==> src/design/vl2n_pkg.sv <==
// vl2n_pkg: shared constants, types and helpers for the L2 vector normaliser.
// No dependencies; imported by the interfaces and every module.
`timescale 1ns / 1ps

package vl2n_pkg;

  localparam int MAX_LENGTH = 64;
  localparam int SAMPLE_W   = 16;
  localparam int LEN_W      = 7;
  localparam int IDX_W      = $clog2(MAX_LENGTH);
  localparam int SQ_W       = 2 * SAMPLE_W;
  localparam int SUM_W      = 2 * SAMPLE_W - 1 + IDX_W;
  localparam int DREM_W     = SUM_W + 1;
  localparam int QUO_W      = 31;
  localparam int ROOT_W     = 16;
  localparam int SREM_W     = ROOT_W + 2;
  localparam int SOP_W      = 2 * ROOT_W;
  localparam int DIV_STEPS  = QUO_W;
  localparam int SQRT_STEPS = ROOT_W;
  localparam int CNT_W      = 5;

  localparam logic [LEN_W-1:0] VLEN_RESET = LEN_W'(36);
  localparam logic [LEN_W-1:0] VLEN_MAX   = LEN_W'(MAX_LENGTH);

  typedef enum logic [2:0] {
    S_COLLECT,
    S_SETTLE,
    S_READ,
    S_SQUARE,
    S_DIV,
    S_SQRT,
    S_OUT
  } state_t;

  typedef struct packed {
    logic             wr_en;
    logic [IDX_W-1:0] wr_addr;
    logic [IDX_W-1:0] rd_addr;
    logic             sq_load;
    logic             div_step;
    logic             sqrt_step;
    logic             first;
    logic             clr_sum;
  } cmd_t;

  typedef struct packed {
    logic sum_zero;
  } status_t;

  function automatic logic [LEN_W-1:0] eff_len(input logic [LEN_W-1:0] v);
    logic [LEN_W-1:0] r;
    if (v == '0) begin
      r = LEN_W'(1);
    end else if (v > VLEN_MAX) begin
      r = VLEN_MAX;
    end else begin
      r = v;
    end
    return r;
  endfunction

  function automatic logic [SAMPLE_W-1:0] magnitude(input logic [SAMPLE_W-1:0] s);
    logic [SAMPLE_W-1:0] r;
    if (s[SAMPLE_W-1]) begin
      r = ~s + SAMPLE_W'(1);
    end else begin
      r = s;
    end
    return r;
  endfunction

endpackage

==> src/design/vl2n_stream_if.sv <==
// Stream interfaces for sample input and normalised result output.
// Depends on vl2n_pkg for field widths.
`timescale 1ns / 1ps

interface vl2n_sample_if
  import vl2n_pkg::*;
  ();
  logic                       valid;
  logic                       ready;
  logic signed [SAMPLE_W-1:0] sample;

  modport source (output valid, output sample, input ready);
  modport sink   (input valid, input sample, output ready);
endinterface

interface vl2n_result_if
  import vl2n_pkg::*;
  ();
  logic                valid;
  logic                ready;
  logic signed [15:0]  normalized;
  logic [IDX_W-1:0]    element_index;
  logic                last_out;
  logic                zero_vector;

  modport source (output valid, output normalized, output element_index,
                  output last_out, output zero_vector, input ready);
  modport sink   (input valid, input normalized, input element_index,
                  input last_out, input zero_vector, output ready);
endinterface

==> src/design/vector_l2_normalizer_top.sv <==
// vector_l2_normalizer_top: L2 normaliser, controller plus datapath.
// Depends on vl2n_pkg, vl2n_stream_if, vl2n_ctrl, vl2n_datapath.
//
//   port       dir  kind          carries
//   in_ch      in   valid/ready   sample
//   out_ch     out  valid/ready   normalized, element_index, last_out, zero_vector
//   cfg_wr_*   in   write enable  vector_length
//
// In collect, one element per cycle is taken; a settle state follows the last one.
// Each result then runs read, square, 31 divide steps, 16 root steps and present
// on the one divider and root unit shared by all elements; an all-zero vector
// skips divide and root. Input is not taken while a vector is being emitted.
// rst_n is synchronous, active low; the length returns to 36.
// A stalled result holds until out_ch.ready.
`timescale 1ns / 1ps

module vector_l2_normalizer_top
  import vl2n_pkg::*;
(
  input  logic             clk,
  input  logic             rst_n,
  input  logic             cfg_wr_en,
  input  logic [LEN_W-1:0] cfg_wr_data,
  vl2n_sample_if.sink      in_ch,
  vl2n_result_if.source    out_ch
);

  cmd_t    cmd;
  status_t sts;

  vl2n_ctrl u_ctrl (
    .clk         (clk),
    .rst_n       (rst_n),
    .cfg_wr_en   (cfg_wr_en),
    .cfg_wr_data (cfg_wr_data),
    .in_valid    (in_ch.valid),
    .in_ready    (in_ch.ready),
    .out_valid   (out_ch.valid),
    .out_ready   (out_ch.ready),
    .out_index   (out_ch.element_index),
    .out_last    (out_ch.last_out),
    .cmd         (cmd),
    .sts         (sts)
  );

  vl2n_datapath u_dp (
    .clk            (clk),
    .rst_n          (rst_n),
    .in_sample      (in_ch.sample),
    .cmd            (cmd),
    .sts            (sts),
    .out_normalized (out_ch.normalized)
  );

  assign out_ch.zero_vector = sts.sum_zero;

endmodule

==> src/design/vl2n_ctrl.sv <==
// vl2n_ctrl: controller FSM - fill count, element pointer, step counter,
// length register. Depends on vl2n_pkg; drives vl2n_datapath via cmd_t.
`timescale 1ns / 1ps

module vl2n_ctrl
  import vl2n_pkg::*;
(
  input  logic             clk,
  input  logic             rst_n,
  input  logic             cfg_wr_en,
  input  logic [LEN_W-1:0] cfg_wr_data,
  input  logic             in_valid,
  output logic             in_ready,
  output logic             out_valid,
  input  logic             out_ready,
  output logic [IDX_W-1:0] out_index,
  output logic             out_last,
  output cmd_t             cmd,
  input  status_t          sts
);

  state_t           state_r, state_nxt;
  logic [LEN_W-1:0] vlen_r, vlen_nxt;
  logic [LEN_W-1:0] fill_r, fill_nxt;
  logic [IDX_W-1:0] k_r, k_nxt;
  logic [CNT_W-1:0] cnt_r, cnt_nxt;
  logic [LEN_W-1:0] len;
  logic             last_k;

  assign len       = eff_len(vlen_r);
  assign last_k    = ({1'b0, k_r} + LEN_W'(1)) == len;
  assign out_index = k_r;
  assign out_last  = last_k;

  always_ff @(posedge clk) begin
    if (!rst_n) begin
      state_r <= S_COLLECT;
      vlen_r  <= VLEN_RESET;
      fill_r  <= '0;
      k_r     <= '0;
      cnt_r   <= '0;
    end else begin
      state_r <= state_nxt;
      vlen_r  <= vlen_nxt;
      fill_r  <= fill_nxt;
      k_r     <= k_nxt;
      cnt_r   <= cnt_nxt;
    end
  end

  always_comb begin
    state_nxt   = state_r;
    vlen_nxt    = vlen_r;
    fill_nxt    = fill_r;
    k_nxt       = k_r;
    cnt_nxt     = cnt_r;
    cmd         = '0;
    cmd.wr_addr = fill_r[IDX_W-1:0];
    cmd.rd_addr = k_r;
    in_ready    = 1'b0;
    out_valid   = 1'b0;

    unique case (state_r)
      S_COLLECT: begin
        in_ready = 1'b1;
        if (in_valid) begin
          cmd.wr_en = 1'b1;
          if (fill_r + LEN_W'(1) == len) begin
            fill_nxt  = '0;
            state_nxt = S_SETTLE;
          end else begin
            fill_nxt = fill_r + LEN_W'(1);
          end
        end
      end
      S_SETTLE: begin
        // last square lands in the sum this cycle
        k_nxt     = '0;
        state_nxt = S_READ;
      end
      S_READ: begin
        state_nxt = S_SQUARE;
      end
      S_SQUARE: begin
        cmd.sq_load = 1'b1;
        cnt_nxt     = '0;
        state_nxt   = sts.sum_zero ? S_OUT : S_DIV;
      end
      S_DIV: begin
        cmd.div_step = 1'b1;
        cmd.first    = (cnt_r == '0);
        if (cnt_r == CNT_W'(DIV_STEPS - 1)) begin
          cnt_nxt   = '0;
          state_nxt = S_SQRT;
        end else begin
          cnt_nxt = cnt_r + CNT_W'(1);
        end
      end
      S_SQRT: begin
        cmd.sqrt_step = 1'b1;
        cmd.first     = (cnt_r == '0);
        if (cnt_r == CNT_W'(SQRT_STEPS - 1)) begin
          cnt_nxt   = '0;
          state_nxt = S_OUT;
        end else begin
          cnt_nxt = cnt_r + CNT_W'(1);
        end
      end
      S_OUT: begin
        out_valid = 1'b1;
        if (out_ready) begin
          if (last_k) begin
            cmd.clr_sum = 1'b1;
            k_nxt       = '0;
            state_nxt   = S_COLLECT;
          end else begin
            k_nxt     = k_r + IDX_W'(1);
            state_nxt = S_READ;
          end
        end
      end
      default: begin
        state_nxt = S_COLLECT;
      end
    endcase

    // new length drops any partial vector
    if (cfg_wr_en) begin
      vlen_nxt    = cfg_wr_data;
      fill_nxt    = '0;
      cmd.clr_sum = 1'b1;
    end
  end

endmodule

==> src/design/vl2n_datapath.sv <==
// vl2n_datapath: element store, square-sum accumulator, radix-2 restoring
// divider and digit-by-digit square root. Depends on vl2n_pkg; run by vl2n_ctrl.
`timescale 1ns / 1ps

module vl2n_datapath
  import vl2n_pkg::*;
(
  input  logic                       clk,
  input  logic                       rst_n,
  input  logic signed [SAMPLE_W-1:0] in_sample,
  input  cmd_t                       cmd,
  output status_t                    sts,
  output logic signed [15:0]         out_normalized
);

  logic [SAMPLE_W-1:0] mem [MAX_LENGTH];
  logic [SAMPLE_W-1:0] rd_data_r;

  logic [SQ_W-1:0]     sqin_r;
  logic                sqin_vld_r;
  logic [SUM_W-1:0]    sum_r;

  logic [SQ_W-1:0]     sq_r;
  logic                sign_r;

  logic [SUM_W-1:0]    drem_r, drem_nxt;
  logic [QUO_W-1:0]    quo_r, quo_nxt;
  logic [DREM_W-1:0]   d_rr, d_diff;
  logic                d_ge;

  logic [SOP_W-1:0]    sop_r, s_src;
  logic [SREM_W-1:0]   srem_r, s_rem_src;
  logic [ROOT_W-1:0]   root_r, s_root_src, root_nxt;
  logic [SREM_W+1:0]   s_rt, s_trial, s_rem;
  logic                s_ge;

  logic [SAMPLE_W-1:0] in_mag, rd_mag;

  assign in_mag = magnitude(in_sample);
  assign rd_mag = magnitude(rd_data_r);

  always_ff @(posedge clk) begin
    if (cmd.wr_en) begin
      mem[cmd.wr_addr] <= in_sample;
    end
    rd_data_r <= mem[cmd.rd_addr];
  end

  // square registered before accumulation
  always_ff @(posedge clk) begin
    sqin_r <= in_mag * in_mag;
    if (!rst_n) begin
      sqin_vld_r <= 1'b0;
      sum_r      <= '0;
    end else begin
      sqin_vld_r <= cmd.wr_en;
      if (cmd.clr_sum) begin
        sum_r <= '0;
      end else if (sqin_vld_r) begin
        sum_r <= sum_r + SUM_W'(sqin_r);
      end
    end
  end

  assign sts.sum_zero = (sum_r == '0);

  always_comb begin
    d_rr     = cmd.first ? DREM_W'(sq_r) : {drem_r, 1'b0};
    d_diff   = d_rr - {1'b0, sum_r};
    d_ge     = d_rr >= {1'b0, sum_r};
    drem_nxt = d_ge ? d_diff[SUM_W-1:0] : d_rr[SUM_W-1:0];
    quo_nxt  = cmd.first ? QUO_W'(d_ge) : {quo_r[QUO_W-2:0], d_ge};
  end

  always_comb begin
    s_src      = cmd.first ? SOP_W'(quo_r) : sop_r;
    s_rem_src  = cmd.first ? '0 : srem_r;
    s_root_src = cmd.first ? '0 : root_r;
    s_rt       = {s_rem_src, s_src[SOP_W-1:SOP_W-2]};
    s_trial    = (SREM_W+2)'({s_root_src, 2'b01});
    s_ge       = s_rt >= s_trial;
    s_rem      = s_ge ? (s_rt - s_trial) : s_rt;
    root_nxt   = {s_root_src[ROOT_W-2:0], s_ge};
  end

  always_ff @(posedge clk) begin
    if (cmd.sq_load) begin
      sq_r   <= rd_mag * rd_mag;
      sign_r <= rd_data_r[SAMPLE_W-1];
    end
    if (cmd.div_step) begin
      drem_r <= drem_nxt;
      quo_r  <= quo_nxt;
    end
    if (cmd.sqrt_step) begin
      sop_r  <= {s_src[SOP_W-3:0], 2'b00};
      srem_r <= s_rem[SREM_W-1:0];
      root_r <= root_nxt;
    end
  end

  always_comb begin
    if (sts.sum_zero) begin
      out_normalized = '0;
    end else if (sign_r) begin
      out_normalized = signed'(16'd0 - root_r);
    end else if (root_r[ROOT_W-1]) begin
      out_normalized = 16'sh7FFF;
    end else begin
      out_normalized = signed'(root_r);
    end
  end

endmodule

==> src/flat_wrapper.sv <==
// flat-port wrapper written by rule: the top's interface ports become plain ports
module vector_l2_normalizer_top_flat import vl2n_pkg::*;
  (clk, rst_n, cfg_wr_en, cfg_wr_data, in_ch_valid, in_ch_sample, in_ch_ready, out_ch_valid, out_ch_normalized, out_ch_element_index, out_ch_last_out, out_ch_zero_vector, out_ch_ready);
  vl2n_sample_if in_ch_i ();
  vl2n_result_if out_ch_i ();
  input  logic clk;
  input  logic rst_n;
  input  logic cfg_wr_en;
  input  logic [LEN_W-1:0] cfg_wr_data;
  input wire logic [$bits(in_ch_i.valid)-1:0] in_ch_valid;
  input wire logic [$bits(in_ch_i.sample)-1:0] in_ch_sample;
  output wire logic [$bits(in_ch_i.ready)-1:0] in_ch_ready;
  output wire logic [$bits(out_ch_i.valid)-1:0] out_ch_valid;
  output wire logic [$bits(out_ch_i.normalized)-1:0] out_ch_normalized;
  output wire logic [$bits(out_ch_i.element_index)-1:0] out_ch_element_index;
  output wire logic [$bits(out_ch_i.last_out)-1:0] out_ch_last_out;
  output wire logic [$bits(out_ch_i.zero_vector)-1:0] out_ch_zero_vector;
  input wire logic [$bits(out_ch_i.ready)-1:0] out_ch_ready;
  assign in_ch_i.valid = in_ch_valid;
  assign in_ch_i.sample = in_ch_sample;
  assign in_ch_ready = in_ch_i.ready;
  assign out_ch_valid = out_ch_i.valid;
  assign out_ch_normalized = out_ch_i.normalized;
  assign out_ch_element_index = out_ch_i.element_index;
  assign out_ch_last_out = out_ch_i.last_out;
  assign out_ch_zero_vector = out_ch_i.zero_vector;
  assign out_ch_i.ready = out_ch_ready;
  vector_l2_normalizer_top u_core (.clk(clk), .rst_n(rst_n), .cfg_wr_en(cfg_wr_en), .cfg_wr_data(cfg_wr_data), .in_ch(in_ch_i), .out_ch(out_ch_i));
endmodule
==> config.mk <==
export PLATFORM = sky130hd
export DESIGN_NAME = vector_l2_normalizer_top_flat
export DESIGN_NICKNAME = d
export VERILOG_FILES = /design/src/design/vl2n_pkg.sv /design/src/design/vl2n_stream_if.sv /design/src/design/vector_l2_normalizer_top.sv /design/src/design/vl2n_ctrl.sv /design/src/design/vl2n_datapath.sv /design/src/flat_wrapper.sv
export SDC_FILE = /design/constraint.sdc
export NUM_CORES = 2
export LEC_CHECK = 0
export ABC_AREA = 0
export BUFFER_PORTS_ARGS = -buffer_cell sky130_fd_sc_hd__buf_2
export CORE_MARGIN = 2
export CORE_UTILIZATION = 50
export CTS_CLUSTER_SIZE = 12
export DETAILED_ROUTE_END_ITERATION = 10
export PLACE_DENSITY = 0.63
export SLEW_MARGIN = 25
export SYNTH_ARGS = -nofsm -noshare
export SYNTH_HDL_FRONTEND = slang
export SYNTH_SLANG_ARGS = --single-unit
==> constraint.sdc <==
create_clock -name clk -period 8.55 [get_ports clk]
set_input_delay 0.855 -clock clk [delete_from_list [all_inputs] [get_ports clk]]
set_output_delay 0.855 -clock clk [all_outputs]
set_load 0.03 [all_outputs]
; ---- Yosys cells after proc, flatten, opt, wreduce, memory -nomap -nowiden
; Memories as Yosys holds them, arrays and structs flattened. A register that Yosys moved wholly into a read port is not among the register bits.
; Cells that the tools add are included.
[totals]
in_bits = 28
word_cells = 105
output_inout_bits = 26
regBits = 263
n_memories = 1
ramBits = 1024
[memory_table]
columns = name, words, word_bits, read_ports, rd_ports_with_merged_regs, write_ports, line_no
row1 = u_core.u_dp.mem, 64, 16, 1, 1, 1, vl2n_datapath.sv:16  ; logic [SAMPLE_W-1:0] mem [MAX_LENGTH];
[classes]
eq_ne = 15
n_addsub = 10
order_cmp = 3
n_mux = 42
n_mul = 2
n_bitwise = 3
reduce_logical = 12
[op_table]
columns = cell, count
row1 = two-way mux 16 bit, 5
row2 = multiplier 16 x 16 -> 32 bit, 2
row3 = greater-or-equal comparator 38 x 37 -> 1 bit, 1
row4 = two-way mux 38 bit, 1
row5 = adder 37 x 32 -> 37 bit, 1
row6 = logical NOT 37 bit, 1
row7 = two-way mux 37 bit, 1
row8 = subtractor 37 bit, 1
row9 = two-way mux 18 bit, 2
row10 = adder 16 x 1 -> 16 bit (second input constant), 2
row11 = two-way mux 32 bit, 1
row12 = inverter 16 bit, 2
row13 = two-way mux 7 bit, 3
row14 = case mux 3 bit (7 select lines), 1
row15 = greater-or-equal comparator 20 x 18 -> 1 bit, 1
row16 = subtractor 18 bit, 1
row17 = subtractor 1 x 16 -> 16 bit (first input constant), 1
row18 = two-way mux 15 bit, 1
row19 = two-way mux 3 bit, 5
row20 = case mux 5 bit (3 select lines), 1
row21 = equality test 7 bit, 2
row22 = two-way mux 1 bit, 14
row23 = two-way mux 6 bit, 2
row24 = case mux 6 bit (2 select lines), 1
row25 = 22 further kinds, 34

; ---- Depth between registers and ports, before layout
[depth]
ltp_word = 9
depth_mapped = 31
depth_no_buf = 30

; ---- Cells and area by module
; A second synthesis with hierarchy kept.
[unflattened]
hier_cells = 4854
hier_area_um2 = 69898.3
[by_module_without_submodules]
columns = module, area_each_um2, cells_per_inst, instances, seq_area_each_um2
row1 = vl2n_datapath, 67806.3, 4585, 1, 37375.8
row2 = vl2n_ctrl, 2092.0, 269, 1, 560.5

; ---- Worst setup path before layout
; OpenSTA, ideal clock, no wires.
[synth_path]
path_kind = input-to-reg
start = input port in_ch_sample[3]
end = register u_core.u_dp.sqin_r[30]
required_ns = 8.430
setup_ns = 0.120
stages = 27
t_arrival_ns = 7.731
setup_slack_ns = 0.699
path_buffers = 2
cell_sequence = or4_1 -> clkbuf_1 -> o31ai_1 -> xnor2_1 -> inv_1 -> clkbuf_1 -> nor2_1 -> fa_1 -> inv_1 -> fa_1 -> inv_1 -> fa_1 -> inv_1 -> fa_1 -> inv_1 -> fa_1 -> fa_1 -> ha_1 -> and4_1 -> a21o_1 -> a2111oi_0 -> o211a_1 -> o31ai_1 -> a211o_1 -> a21oi_1 -> o21ai_0 -> xnor2_1
[synth_between]
elab_chain_cells = 4
[synth_rtl]
columns = item, line_no
row1 = start: declaration, flat_wrapper.sv:11  ; input wire logic [$bits(in_ch_i.sample)-1:0] in_ch_sample;
row2 = inverter 16 bit, vl2n_pkg.sv:65  ; r = ~s + SAMPLE_W'(1);
row3 = adder 16 x 1 -> 16 bit, vl2n_pkg.sv:65
row4 = two-way mux 16 bit (*), vl2n_pkg.sv:64  ; if (s[SAMPLE_W-1]) begin
row5 = multiplier 16 x 16 -> 32 bit (*), vl2n_datapath.sv:51  ; sqin_r <= in_mag * in_mag;
row6 = end signal: assignment, vl2n_datapath.sv:51
row7 = end: declaration, vl2n_datapath.sv:19  ; logic [SQ_W-1:0] sqin_r;
; Mark *: on every way between the ends. The rest lies on a longest branch, timed or not.
; A chain may end at the register's enable or synchronous reset.

; ---- Final worst setup path
[layout_path]
start = register u_core.u_dp.rd_data_r[6] (read register of u_core.u_dp.mem)
end = register u_core.u_dp.sq_r[31], data pin
[layout_between]
elab_chain_cells = 4
[layout_rtl]
columns = item, line_no
row1 = start: declaration, vl2n_datapath.sv:17  ; logic [SAMPLE_W-1:0] rd_data_r;
row2 = inverter 16 bit, vl2n_pkg.sv:65
row3 = adder 16 x 1 -> 16 bit, vl2n_pkg.sv:65
row4 = two-way mux 16 bit (*), vl2n_pkg.sv:64
row5 = multiplier 16 x 16 -> 32 bit (*), vl2n_datapath.sv:88  ; sq_r <= rd_mag * rd_mag;
row6 = end signal: assignment, vl2n_datapath.sv:88
row7 = end: declaration, vl2n_datapath.sv:23  ; logic [SQ_W-1:0] sq_r;
; Marked as above.

==> flow_summary.toml <==
[run_status]
status = "completed"

[worst_setup_path]
crit_path_end_kind = "flip-flop"
critPathKind = "reg2reg"
ff2ff_path_depth = 26
startpoint_type = "flip-flop"
crit_arrival_ns = 8.47
critical_path_required_ns = 9.05
reg2reg_slack_ns = 0.58
r2r-start = "u_core.u_dp.rd_data_r[6]"
worstPathMaxFanout = 6
reg2reg_to = "u_core.u_dp.sq_r[31]"

[global_routing]
grt_pass1_vias = 40930
grtUsageTotal = 0.2357
antenna_found_initial = 5
grt_max_degree = 109
grt_pass1_wl_mm = 251.3
overflow = 0

[detailed_routing]
drc = 0
firstDrtPassIters = 5
ant_nets = 0
finalWirelength_mm = 164.1
vias_per_cell = 5.671
wl_per_cell_um = 23.12
drt_iter0_markers = 3384
vias = 40250

[synth]
synth_top_cell_area_share = 0.5112
yosysUniqueCellTypes = 92
synth_top_area_cell = "edfxtp_1"
post-synth-top-count-cell = "edfxtp_1"
synth_cells = 4952
ys.flop_type = "edfxtp_1"
avgSynthCellArea_um2 = 14.09
ys_ff_latch = 1301
synth.area.top_cells = "edfxtp_1 51%, mux4_2 11%, fa_1 9.4%"
netlist_area_um2 = 69790
synth_edf_count = 1188
synthArstFlopShare = 0
synth.yosys.warnings = 0
ys_top_cells_by_count = "1188 x edfxtp_1, 557 x inv_1, 453 x nand2_1"
ys_seq_area_frac = 0.5436

[clocking]
clockBufferDepth = 3
post_cts.repair.setup_buffers = 0
numCtsBuffers = 140
clk_root_buffer_cell = "clkbuf_16"
clock_sinks = 1301
clk_latency_ns = 0.78
cts_tree = "done"
htreeDepth = 4
cts.clk_slew.worst_paths_ns = 0.06

[finish]
n_fill_cell = 11210
nNetsFinal = 5774
drive_above_1_share = 0.1577
syn_to_final_growth_pct = 10.92

[timing]
hold_viol = 0
fin_ws_ns = 0.5776
fin_skew_ns = 0.04686
rsz0062_at_grt = "false"
fin_crit_sh = 0.9324
finalCriticalPeriod_ns = 7.972
max_clock_freq_mhz = 125.4
whs_ns = 0.2947
tns_ns = 0
max_slew_margin = 0.2848
finalMaxSlewViolations = 0
finalSetupViolations = 0
worst_pin_slew_ns = 1.066

[worst_hold_path]
min_to = "u_core.u_ctrl.vlen_r[5]"
hold_depth = 3
min_from = "cfg_wr_data[5]"
hp-class = "in2reg"

[die]
num_rows = 137
core_um2 = 139000
ios = 54
die_h_um = 377.6
die_w_um = 377.6
dieArea_um2 = 142600
start_util = 0.5020

[job]
cap_violations = 0

[pwr]
power_leakage_nw = 28.96
p_total_w = 0.03013
p_per_area_nw_per_um2 = 389.2
ir_worst_vdd_v = 0.001106

[placed_design]
io_buffers = 53
gp_congestion = 0.8664
place_ws_ns = 0.1938
hpwlAfterDp_mm = 107.2
## layout make-up
class / count / area [um^2] / share of cell area
sequential: 1301 / 37950 / 0.4903
clock inverter: 45 / 634.4 / 0.008195
tap: 1876 / 2347 / 0.03032
antenna: 1 / 2.502 / 0.00003233
inverter: 571 / 2143 / 0.02769
multi-input combinational: 2911 / 29090 / 0.3757
clock buffer: 188 / 3766 / 0.04865
timing repair buffer: 204 / 1476 / 0.01907
## cell families after synthesis
kind of cell    synth area share
xor+xnor                 0.02392
mux                       0.1204
buf+inv                  0.04188
fa+ha+maj                 0.1458
other cells            0.0001076
compound gates           0.05185
simple gates             0.07248
flops                     0.5436
## worst max path at each step
stage                                   from                      to  slack, ns  cells past startpoint
CTS                 u_core.u_dp.rd_data_r[6]    u_core.u_dp.sq_r[31]       0.34                     27
detailed placement           in_ch_sample[3]  u_core.u_dp.sqin_r[30]       0.19                     28
floorplan                    in_ch_sample[3]  u_core.u_dp.sqin_r[30]       0.70                     27
finish              u_core.u_dp.rd_data_r[6]    u_core.u_dp.sq_r[31]       0.58                     26
global placement             in_ch_sample[3]  u_core.u_dp.sqin_r[30]       0.31                     28
global route        u_core.u_dp.rd_data_r[6]    u_core.u_dp.sq_r[31]       0.06                     26
## registers in the layout, summed over array words and instances (netlist names), 16 cells and up
register and cells:
u_core.u_dp.root_r 16, u_core.u_dp.drem_r 37, u_core.u_dp.mem 1024, u_core.u_dp.sum_r 37, u_core.u_dp.sop_r 30, u_core.u_dp.quo_r 31, u_core.u_dp.sqin_r 31, u_core.u_dp.sq_r 31
u_core.u_dp.rd_data_r 16, u_core.u_dp.srem_r 18
## power by group
part	switching, W	internal (W)	total [W]
clock	0.00249	0.00336	0.00585
sequential	0.0000570	0.00758	0.00764
combinational	0.00989	0.00675	0.0166
## layer usage
layer	routed length, um	global-route usage	share of wire	vias up
met2	75350	0.3666	0.46	1265
met5	0	0	0	-
met3	11410	0.04293	0.070	170
met4	2794	0.05064	0.017	0
li1	-	-	-	18260
met1	74540	0.3485	0.45	20550
## stage by stage
stage / cell area [um^2] / cells / utilization
final: 77410 / 7097 / 0.5568
after global routing: 77410 / 7096 / 0.5568
after CTS: 77350 / 7094 / 0.5564
after detailed placement: 72950 / 6861 / 0.5248
after global placement: 72950 / 6861 / 0.5247
after floorplan: 69870 / 4973 / -
## worst max-delay path, stage by stage (launching register included)
cell and delay (ns):
dfxtp_1 0.34, or4_4 0.54, o41ai_1 0.39, xor2_1 0.44, clkinv_1 0.18, nand2_1 0.15
inv_1 0.07, fa_1 0.50, inv_1 0.05, fa_1 0.52, inv_1 0.06, fa_1 0.48
fa_1 0.51, fa_1 0.50, inv_1 0.05, fa_1 0.49, inv_1 0.05, ha_1 0.43
nand3_1 0.14, nor3b_1 0.44, a32oi_1 0.17, o21ai_1 0.21, a41oi_1 0.20, o21ai_0 0.36
a31oi_1 0.15, o21bai_1 0.18, xnor2_1 0.09
## repair_timing
| item | 4_1_cts | 5_1_grt |
|---|---|---|
| endpoints found under the hold margin | 0 | 0 |
| gates resized for setup | 0 | 3 |
| hold buffers | 0 | 0 |
| setup endpoints to repair | 0 | 3 |
## placed cells by master, fill, tap and decap left out, drive strengths merged, types with 113 or more instances in the layout
cell	n
mux4	336
nand2	453
clkbuf	188
fa	327
edfxtp	1188
buf	204
ha	290
nor2	326
a21oi	159
inv	568
xnor2	115
dfxtp	113
Note: power is estimated with default switching activity, not from simulation.
